**src/rtl/motion_occupancy_hold_timer_macros.svh**
```systemverilog
// assertion macros for the occupancy hold timer
`ifndef MOTION_OCCUPANCY_HOLD_TIMER_MACROS_SVH
`define MOTION_OCCUPANCY_HOLD_TIMER_MACROS_SVH

// same-cycle implication
`define MOHT_ASSERT_IMPLY(label, clk, rst_n, ante, cons) \
    label: assert property (@(posedge clk) disable iff (!(rst_n)) (ante) |-> (cons)) \
        else $error("same-cycle check failed");

// next-cycle implication
`define MOHT_ASSERT_NEXT(label, clk, rst_n, ante, cons) \
    label: assert property (@(posedge clk) disable iff (!(rst_n)) (ante) |=> (cons)) \
        else $error("next-cycle check failed");

`endif

```
**src/rtl/mohtmr_pkg.sv**
```systemverilog
// types and constants shared by the occupancy hold timer
`timescale 1ns / 1ps

package mohtmr_pkg;

    localparam int HOLD_WIDTH      = 16;
    localparam int MUTE_WIDTH      = 16;
    localparam int CFG_DATA_WIDTH  = 16;
    localparam int CFG_INDEX_WIDTH = 1;

    localparam logic [HOLD_WIDTH-1:0] HOLD_RESET = 16'd50;

    localparam logic [CFG_INDEX_WIDTH-1:0] REG_HOLD_TICKS = 1'b0;
    localparam logic [CFG_INDEX_WIDTH-1:0] REG_LED_ENABLE = 1'b1;

    localparam logic CMD_SAMPLE   = 1'b0;
    localparam logic CMD_OVERRIDE = 1'b1;

    localparam logic KIND_CHANGE     = 1'b0;
    localparam logic KIND_REANNOUNCE = 1'b1;

    typedef struct packed {
        logic                  command;
        logic                  motion_level;
        logic                  override_state;
        logic [MUTE_WIDTH-1:0] mute_ticks;
    } in_item_t;

    typedef struct packed {
        logic event_state;
        logic event_kind;
        logic led_level;
        logic occupied;
    } out_item_t;

    typedef struct packed {
        logic      valid;
        out_item_t item;
    } step_res_t;

endpackage

```
**src/rtl/mohtmr_tracker.sv**
```systemverilog
// occupancy state, idle and mute counters and per-item update
`timescale 1ns / 1ps

module mohtmr_tracker #(
    parameter int COUNT_WIDTH = 16
) (
    input  logic                                aclk,
    input  logic                                aresetn,
    input  logic                                fire,
    input  mohtmr_pkg::in_item_t                item,
    input  logic [mohtmr_pkg::HOLD_WIDTH-1:0]   hold_ticks,
    input  logic                                led_enable,
    output mohtmr_pkg::step_res_t               res
);

    localparam int CMP_W =
        (COUNT_WIDTH > mohtmr_pkg::HOLD_WIDTH) ? COUNT_WIDTH : mohtmr_pkg::HOLD_WIDTH;
    localparam int MCMP_W =
        (COUNT_WIDTH > mohtmr_pkg::MUTE_WIDTH) ? COUNT_WIDTH : mohtmr_pkg::MUTE_WIDTH;
    localparam logic [COUNT_WIDTH-1:0] COUNT_MAX = {COUNT_WIDTH{1'b1}};

    logic                   occupancy_reg, occupancy_next;
    logic                   first_reg, first_next;
    logic [COUNT_WIDTH-1:0] idle_reg, idle_next;
    logic                   handled_reg, handled_next;
    logic                   force_reg, force_next;
    logic [COUNT_WIDTH-1:0] mute_reg, mute_next;
    logic                   led_reg, led_next;

    logic [COUNT_WIDTH-1:0] idle_inc;
    logic [COUNT_WIDTH-1:0] mute_sat;
    logic                   level;
    logic                   report;

    assign idle_inc = (idle_reg == COUNT_MAX) ? idle_reg : idle_reg + 1'b1;
    assign mute_sat = (MCMP_W'(item.mute_ticks) > MCMP_W'(COUNT_MAX)) ?
                      COUNT_MAX : COUNT_WIDTH'(item.mute_ticks);
    assign level    = force_reg | item.motion_level;

    always_comb begin
        occupancy_next = occupancy_reg;
        first_next     = first_reg;
        idle_next      = idle_reg;
        handled_next   = handled_reg;
        force_next     = force_reg;
        mute_next      = mute_reg;
        led_next       = led_reg;
        report         = 1'b0;
        res            = '0;
        if (fire) begin
            if (item.command == mohtmr_pkg::CMD_OVERRIDE) begin
                if (handled_reg != item.override_state) begin
                    handled_next = item.override_state;
                    mute_next    = mute_sat;
                end
            end else if (mute_reg != '0) begin
                mute_next = mute_reg - 1'b1;
                idle_next = idle_inc;
            end else begin
                force_next = 1'b0;
                if (level) begin
                    occupancy_next = 1'b1;
                    idle_next      = '0;
                end else begin
                    idle_next = idle_inc;
                    if (CMP_W'(idle_inc) > CMP_W'(hold_ticks)) begin
                        occupancy_next = 1'b0;
                    end
                end
                report = first_reg | (occupancy_next != occupancy_reg);
                if (report) begin
                    first_next   = 1'b0;
                    handled_next = occupancy_next;
                    led_next     = led_enable ? occupancy_next : led_reg;
                    res.valid            = 1'b1;
                    res.item.event_state = occupancy_next;
                    res.item.event_kind  = mohtmr_pkg::KIND_CHANGE;
                    res.item.led_level   = led_next;
                    res.item.occupied    = occupancy_next;
                end else begin
                    if (level && !handled_reg) begin
                        handled_next = 1'b1;
                        res.valid            = 1'b1;
                        res.item.event_state = 1'b1;
                        res.item.event_kind  = mohtmr_pkg::KIND_REANNOUNCE;
                        res.item.led_level   = led_reg;
                        res.item.occupied    = occupancy_next;
                    end
                    force_next = !occupancy_next && handled_next;
                end
            end
        end
    end

    always_ff @(posedge aclk) begin
        if (!aresetn) begin
            occupancy_reg <= 1'b0;
            first_reg     <= 1'b1;
            idle_reg      <= '0;
            handled_reg   <= 1'b0;
            force_reg     <= 1'b0;
            mute_reg      <= '0;
            led_reg       <= 1'b0;
        end else begin
            occupancy_reg <= occupancy_next;
            first_reg     <= first_next;
            idle_reg      <= idle_next;
            handled_reg   <= handled_next;
            force_reg     <= force_next;
            mute_reg      <= mute_next;
            led_reg       <= led_next;
        end
    end

endmodule

```
**src/rtl/motion_occupancy_hold_timer.sv**
```systemverilog
// Retriggerable occupancy timer with hold time, manual override and mute period.
// Each transfer on the s_ channel is one poll tick or one override command; the
// block takes one transfer per clock and answers each via its input register and
// then its result register, giving at most one status event per transfer on the m_
// channel. The throughput of one transfer per cycle is set by the single occupancy
// update between those registers; it drops only while a result waits on m_ready.
// Write hold_ticks/led_enable via cfg only while idle; the block does not check it.
`timescale 1ns / 1ps

module motion_occupancy_hold_timer #(
    parameter int COUNT_WIDTH = 16
) (
    input  logic                                     aclk,
    input  logic                                     aresetn,
    input  logic                                     s_valid,
    output logic                                     s_ready,
    input  mohtmr_pkg::in_item_t                     s_data,
    output logic                                     m_valid,
    input  logic                                     m_ready,
    output mohtmr_pkg::out_item_t                    m_data,
    input  logic                                     cfg_wr_en,
    input  logic [mohtmr_pkg::CFG_INDEX_WIDTH-1:0]   cfg_index,
    input  logic [mohtmr_pkg::CFG_DATA_WIDTH-1:0]    cfg_wr_data
);

    `include "motion_occupancy_hold_timer_macros.svh"

    logic [mohtmr_pkg::HOLD_WIDTH-1:0] hold_ticks_reg;
    logic                              led_enable_reg;

    logic                  in_valid_reg, in_valid_next;
    mohtmr_pkg::in_item_t  in_item_reg;
    logic                  out_valid_reg, out_valid_next;
    mohtmr_pkg::out_item_t out_item_reg;

    logic                  slot_free;
    logic                  proc_fire;
    logic                  s_accept;
    mohtmr_pkg::step_res_t res;

    assign slot_free = !out_valid_reg || m_ready;
    assign proc_fire = in_valid_reg && slot_free;
    assign s_ready   = !in_valid_reg || proc_fire;
    assign s_accept  = s_valid && s_ready;
    assign m_valid   = out_valid_reg;
    assign m_data    = out_item_reg;

    // configuration registers
    always_ff @(posedge aclk) begin
        if (!aresetn) begin
            hold_ticks_reg <= mohtmr_pkg::HOLD_RESET;
            led_enable_reg <= 1'b0;
        end else if (cfg_wr_en) begin
            unique case (cfg_index)
                mohtmr_pkg::REG_HOLD_TICKS: hold_ticks_reg <= cfg_wr_data;
                mohtmr_pkg::REG_LED_ENABLE: led_enable_reg <= cfg_wr_data[0];
                default: ;
            endcase
        end
    end

    always_comb begin
        in_valid_next = in_valid_reg;
        if (s_accept) begin
            in_valid_next = 1'b1;
        end else if (proc_fire) begin
            in_valid_next = 1'b0;
        end
        out_valid_next = out_valid_reg;
        if (proc_fire) begin
            out_valid_next = res.valid;
        end else if (m_ready) begin
            out_valid_next = 1'b0;
        end
    end

    always_ff @(posedge aclk) begin
        if (!aresetn) begin
            in_valid_reg  <= 1'b0;
            out_valid_reg <= 1'b0;
        end else begin
            in_valid_reg  <= in_valid_next;
            out_valid_reg <= out_valid_next;
        end
    end

    always_ff @(posedge aclk) begin
        if (s_accept) begin
            in_item_reg <= s_data;
        end
        if (proc_fire && res.valid) begin
            out_item_reg <= res.item;
        end
    end

    mohtmr_tracker #(
        .COUNT_WIDTH (COUNT_WIDTH)
    ) u_tracker (
        .aclk       (aclk),
        .aresetn    (aresetn),
        .fire       (proc_fire),
        .item       (in_item_reg),
        .hold_ticks (hold_ticks_reg),
        .led_enable (led_enable_reg),
        .res        (res)
    );

    `MOHT_ASSERT_NEXT(a_override_no_result, aclk, aresetn, proc_fire && in_item_reg.command == mohtmr_pkg::CMD_OVERRIDE, !out_valid_reg)
    `MOHT_ASSERT_IMPLY(a_stall_cause, aclk, aresetn, !s_ready, in_valid_reg && out_valid_reg && !m_ready)
    `MOHT_ASSERT_IMPLY(a_change_matches, aclk, aresetn, out_valid_reg && out_item_reg.event_kind == mohtmr_pkg::KIND_CHANGE, out_item_reg.event_state == out_item_reg.occupied)
    `MOHT_ASSERT_IMPLY(a_reannounce_on, aclk, aresetn, out_valid_reg && out_item_reg.event_kind == mohtmr_pkg::KIND_REANNOUNCE, out_item_reg.event_state && out_item_reg.occupied)

endmodule
```
**config.mk**
```make
export PLATFORM = sky130hd
export DESIGN_NAME = motion_occupancy_hold_timer
export DESIGN_NICKNAME = d
export VERILOG_FILES = /design/src/rtl/mohtmr_pkg.sv /design/src/rtl/mohtmr_tracker.sv /design/src/rtl/motion_occupancy_hold_timer.sv
export VERILOG_INCLUDE_DIRS = /design/src /design/src/rtl
export SDC_FILE = /design/constraint.sdc
export NUM_CORES = 1
export LEC_CHECK = 0
export BUFFER_PORTS_ARGS = -buffer_cell sky130_fd_sc_hd__buf_2
export CAP_MARGIN = 20
export CORE_MARGIN = 2
export CORE_UTILIZATION = 55
export DETAILED_ROUTE_END_ITERATION = 8
export PLACE_DENSITY_LB_ADDON = 0.2
export SLEW_MARGIN = 10
export SYNTH_ARGS = -nofsm -noshare
export SYNTH_HDL_FRONTEND = slang
export SYNTH_SLANG_ARGS = --single-unit
```
**constraint.sdc**
```tcl
create_clock -name aclk -period 4.45 [get_ports aclk]
set_input_delay 0.445 -clock aclk [delete_from_list [all_inputs] [get_ports aclk]]
set_output_delay 0.445 -clock aclk [all_outputs]
set_load 0.005 [all_outputs]
```
==> impl_metrics.prom <==
# TYPE chip_impl_metric gauge
chip_impl_info{name="ys.flop_type",value="sky130_fd_sc_hd__dfxtp_1"} 1
chip_impl_metric{name="dpl_worst_slack",unit="ns"} 0.697
chip_impl_metric{name="synth-seq-area-share",unit=""} 0.433
chip_impl_metric{name="area_delta_synth_final",unit="%"} 12.5
chip_impl_metric{name="post_drt_via_cell_ratio",unit=""} 5.76
chip_impl_metric{name="pwr_density_cell",unit="nW/um2"} 359
chip_impl_info{name="worst_setup_path_endpoint",value="m_data[2]"} 1
chip_impl_metric{name="port_buffers",unit=""} 46
chip_impl_metric{name="timing.final.setup_violations",unit=""} 0
chip_impl_metric{name="firstDrtPassIters",unit=""} 5
chip_impl_metric{name="initial_antenna_violation_count",unit=""} 0
chip_impl_metric{name="clk_latency",unit="ns"} 0.35
chip_impl_metric{name="largest_register_ff_count",unit=""} 19
chip_impl_metric{name="grtUsageTotal",unit=""} 0.226
chip_impl_metric{name="synth_cell_type_count",unit=""} 58
chip_impl_metric{name="die_height",unit="um"} 90.5
chip_impl_metric{name="timing.final.crit_share",unit=""} 0.872
chip_impl_metric{name="synthesis.yosys.warnings",unit=""} 0
chip_impl_metric{name="htree_levels",unit=""} 3
chip_impl_metric{name="synthCells",unit=""} 485
chip_impl_metric{name="grt_overflow",unit=""} 0
chip_impl_metric{name="route.detailed.wl_per_inst",unit="um"} 14.5
chip_impl_metric{name="drt_first_iter_violations",unit=""} 198
chip_impl_metric{name="finalSetupTns",unit="ns"} 0
chip_impl_metric{name="syn-mean-instance-area",unit="um2"} 8.49
chip_impl_info{name="run_status",value="completed"} 1
chip_impl_info{name="clock-root-buffer",value="sky130_fd_sc_hd__clkbuf_8"} 1
chip_impl_metric{name="postRouteWirelength",unit="um"} 9040
chip_impl_metric{name="io_pins",unit=""} 47
chip_impl_metric{name="routed_met2_length",unit="um"} 4450
chip_impl_metric{name="critPathMaxFanout",unit=""} 10
chip_impl_info{name="mostFrequentLayoutCells",value="sky130_fd_sc_hd__nand2_1 (74), sky130_fd_sc_hd__dfxtp_1 (56), sky130_fd_sc_hd__a21oi_1 (46), sky130_fd_sc_hd__buf_2 (46), sky130_fd_sc_hd__nor2_1 (39)"} 1
chip_impl_metric{name="final-hold-violation-count",unit=""} 0
chip_impl_metric{name="clk_path_buf_depth",unit=""} 2
chip_impl_metric{name="slew_worst_pin",unit="ns"} 0.794
chip_impl_info{name="timing.setup.critical_path_class",value="reg2reg"} 1
chip_impl_metric{name="n_fill_cell",unit=""} 615
chip_impl_metric{name="min_period",unit="ns"} 3.88
chip_impl_metric{name="cts_sinks",unit=""} 78
chip_impl_metric{name="storage_cell_area",unit="um2"} 1780
chip_impl_metric{name="mappedNetlistArea",unit="um2"} 4120
chip_impl_metric{name="vdd.ir_drop.worst",unit="V"} 0.000255
chip_impl_metric{name="clock_input_transition_at_the_sequential_cells_of_the_worst_setup_and_hold_paths",unit="ns"} 0.09
chip_impl_metric{name="layout-drive-gt1-share",unit=""} 0.152
chip_impl_metric{name="report.final.slew_viol_count",unit=""} 0
chip_impl_metric{name="cts_made_buffers",unit=""} 9
chip_impl_metric{name="clock.fmax",unit="MHz"} 258
chip_impl_metric{name="cts_resized",unit=""} 0
chip_impl_metric{name="multi_input_comb_area",unit="um2"} 2100
chip_impl_metric{name="slew_headroom",unit=""} 0.470
chip_impl_metric{name="fin_ws",unit="ns"} 0.569
chip_impl_metric{name="rr_worst_depth",unit=""} 12
chip_impl_metric{name="routed-via-count",unit=""} 3595
chip_impl_metric{name="skew",unit="ns"} 0.0133
chip_impl_metric{name="post_cts_hold_buffer_count",unit=""} 0
chip_impl_metric{name="wl_met3",unit="um"} 360
chip_impl_metric{name="drc",unit=""} 0
chip_impl_metric{name="cts_setup_buffers",unit=""} 0
chip_impl_metric{name="max-cap-violations",unit=""} 0
chip_impl_metric{name="grt_pass1_vias",unit=""} 3332
chip_impl_metric{name="leakagePower",unit="nW"} 1.83
chip_impl_metric{name="timing.critical_path.arrival",unit="ns"} 3.92
chip_impl_info{name="top_layer_used",value="met4"} 1
chip_impl_metric{name="place_congestion",unit=""} 0.878
chip_impl_metric{name="first_pass_grt_wire_length",unit="um"} 15100
chip_impl_metric{name="synth-edff-count",unit=""} 22
chip_impl_info{name="min_path_type",value="in2reg"} 1
chip_impl_metric{name="synth_nets",unit=""} 544
chip_impl_metric{name="synth-seq-cells",unit=""} 78
chip_impl_metric{name="finalNetCount",unit=""} 579
chip_impl_info{name="start_kind",value="flip-flop"} 1
chip_impl_metric{name="reg2reg_setup_slack",unit="ns"} 0.57
chip_impl_metric{name="initial_utilization",unit=""} 0.568
chip_impl_metric{name="design.core.area",unit="um2"} 7250
chip_impl_metric{name="grt_start_max_net_pins",unit=""} 51
chip_impl_metric{name="floorplan.rows",unit=""} 31
chip_impl_metric{name="detailed_place_hpwl",unit="um"} 6390
chip_impl_metric{name="met1_wirelength",unit="um"} 4100
chip_impl_metric{name="detail-route-antenna-nets",unit=""} 0
chip_impl_info{name="hold_path_startpoint",value="s_data[5]"} 1
chip_impl_info{name="rsz_0062_raised_after_global_routing",value="no"} 1
chip_impl_info{name="startpoint_of_the_worst_slack_reg_to_reg_timing_path",value="u_tracker.idle_reg[0]"} 1
chip_impl_info{name="rr_endpoint",value="m_data[2]"} 1
chip_impl_metric{name="die_w",unit="um"} 90.5
chip_impl_info{name="endpoint_kind_of_the_worst_setup_timing_path",value="flip-flop"} 1
chip_impl_info{name="cts_tree",value="built"} 1
chip_impl_metric{name="number_of_inserted_diodes",unit=""} 0
chip_impl_metric{name="async_flop_share",unit=""} 0
chip_impl_metric{name="die-area",unit="um2"} 8200
chip_impl_metric{name="worst-endpoint-required",unit="ns"} 4.49
chip_impl_info{name="worst_setup_sp",value="u_tracker.idle_reg[0]"} 1
chip_impl_info{name="most_common_cell_after_layout_fill_and_taps_aside",value="sky130_fd_sc_hd__nand2_1"} 1
-- worst min-delay path by stage --
stage / depth (start not counted) / to / slack [ns]
3_3_place_gp: 2 / hold_ticks_reg[10] / 0.44
6_report: 1 / in_item_reg[5] / 0.26
3_5_place_dp: 2 / hold_ticks_reg[7] / 0.45
2_1_floorplan: 2 / u_tracker.first_reg / 0.43
5_1_grt: 1 / in_item_reg[3] / 0.24
4_1_cts: 1 / in_item_reg[5] / 0.25
-- synthesized netlist by cell type, types with 4 or more instances --
| library cell | n | area, um2 |
|---|---|---|
| sky130_fd_sc_hd__a21oi_1 | 46 | 230 |
| sky130_fd_sc_hd__dfxtp_1 | 56 | 1120 |
| sky130_fd_sc_hd__nor3_1 | 11 | 55.1 |
| sky130_fd_sc_hd__nand2_1 | 74 | 278 |
| sky130_fd_sc_hd__inv_1 | 25 | 93.8 |
| sky130_fd_sc_hd__or3_1 | 4 | 25.0 |
| sky130_fd_sc_hd__nand2b_1 | 4 | 25.0 |
| sky130_fd_sc_hd__o21ai_0 | 25 | 125 |
| sky130_fd_sc_hd__nor2b_1 | 5 | 31.3 |
| sky130_fd_sc_hd__a41oi_1 | 5 | 43.8 |
| sky130_fd_sc_hd__nor4_1 | 5 | 31.3 |
| sky130_fd_sc_hd__clkbuf_1 | 22 | 82.6 |
| sky130_fd_sc_hd__nand4_1 | 6 | 37.5 |
| sky130_fd_sc_hd__edfxtp_1 | 22 | 661 |
| sky130_fd_sc_hd__xnor2_1 | 7 | 61.3 |
| sky130_fd_sc_hd__nand3_1 | 14 | 70.1 |
| sky130_fd_sc_hd__buf_6 | 4 | 45.0 |
| sky130_fd_sc_hd__nor2_1 | 39 | 146 |
| sky130_fd_sc_hd__o211ai_1 | 6 | 45.0 |
| sky130_fd_sc_hd__a31oi_1 | 11 | 68.8 |
| sky130_fd_sc_hd__and3_1 | 5 | 31.3 |
| sky130_fd_sc_hd__ha_1 | 18 | 225 |
| sky130_fd_sc_hd__a22oi_1 | 11 | 82.6 |
-- metrics by stage --
step           power (mW)   util  instances  area, um2  hold WS, ns
3_5_place_dp         1.08  0.604        607       4380        0.450
6_report             1.66  0.639        624       4640        0.264
2_1_floorplan        1.02      -        485       4120        0.431
3_3_place_gp         1.07  0.602        606       4370        0.444
4_1_cts              1.67  0.635        623       4610        0.253
5_1_grt              1.75  0.639        624       4640        0.244
-- critical path, cell delays in order (launching register included) --
cell	delay (ns)
sky130_fd_sc_hd__dfxtp_1	0.40
sky130_fd_sc_hd__ha_1	0.24
sky130_fd_sc_hd__nand2_1	0.17
sky130_fd_sc_hd__nor2_1	0.53
sky130_fd_sc_hd__nand3_1	0.24
sky130_fd_sc_hd__xnor2_1	0.18
sky130_fd_sc_hd__ha_1	0.30
sky130_fd_sc_hd__nand4_1	0.16
sky130_fd_sc_hd__nor4_1	0.45
sky130_fd_sc_hd__a21boi_0	0.24
sky130_fd_sc_hd__o31a_1	0.33
sky130_fd_sc_hd__a21oi_1	0.12
sky130_fd_sc_hd__nor2_1	0.20
-- layer usage --
metal	GRT usage	up-vias
met5	0	-
met2	0.398	85
met1	0.277	1682
met4	0.0756	0
li1	-	1819
met3	0.0442	9
-- power breakdown --
| part | internal (mW) | leakage [nW] | switching [mW] |
|---|---|---|---|
| registers | 0.765 | 0.670 | 0.0272 |
| logic | 0.111 | 1.05 | 0.168 |
| clock network | 0.328 | 0.113 | 0.265 |
-- logic make-up after synthesis --
family,after synthesis,synth area share
mux,4,0.0106
compound gates,136,0.207
buf+inv,54,0.0577
fa+ha+maj,18,0.0547
xor+xnor,9,0.0191
simple gates,186,0.219
flops,78,0.433
-- cell type report --
| cell class | instances | area share |
|---|---|---|
| clock buffer | 12 | 0.0383 |
| clock inverter | 4 | 0.0111 |
| inverter | 26 | 0.0211 |
| multi-input combinational | 353 | 0.454 |
| sequential | 78 | 0.384 |
| tap | 99 | 0.0267 |
| timing repair buffer | 52 | 0.0645 |
No activity file was read; power rests on OpenSTA's default activity.
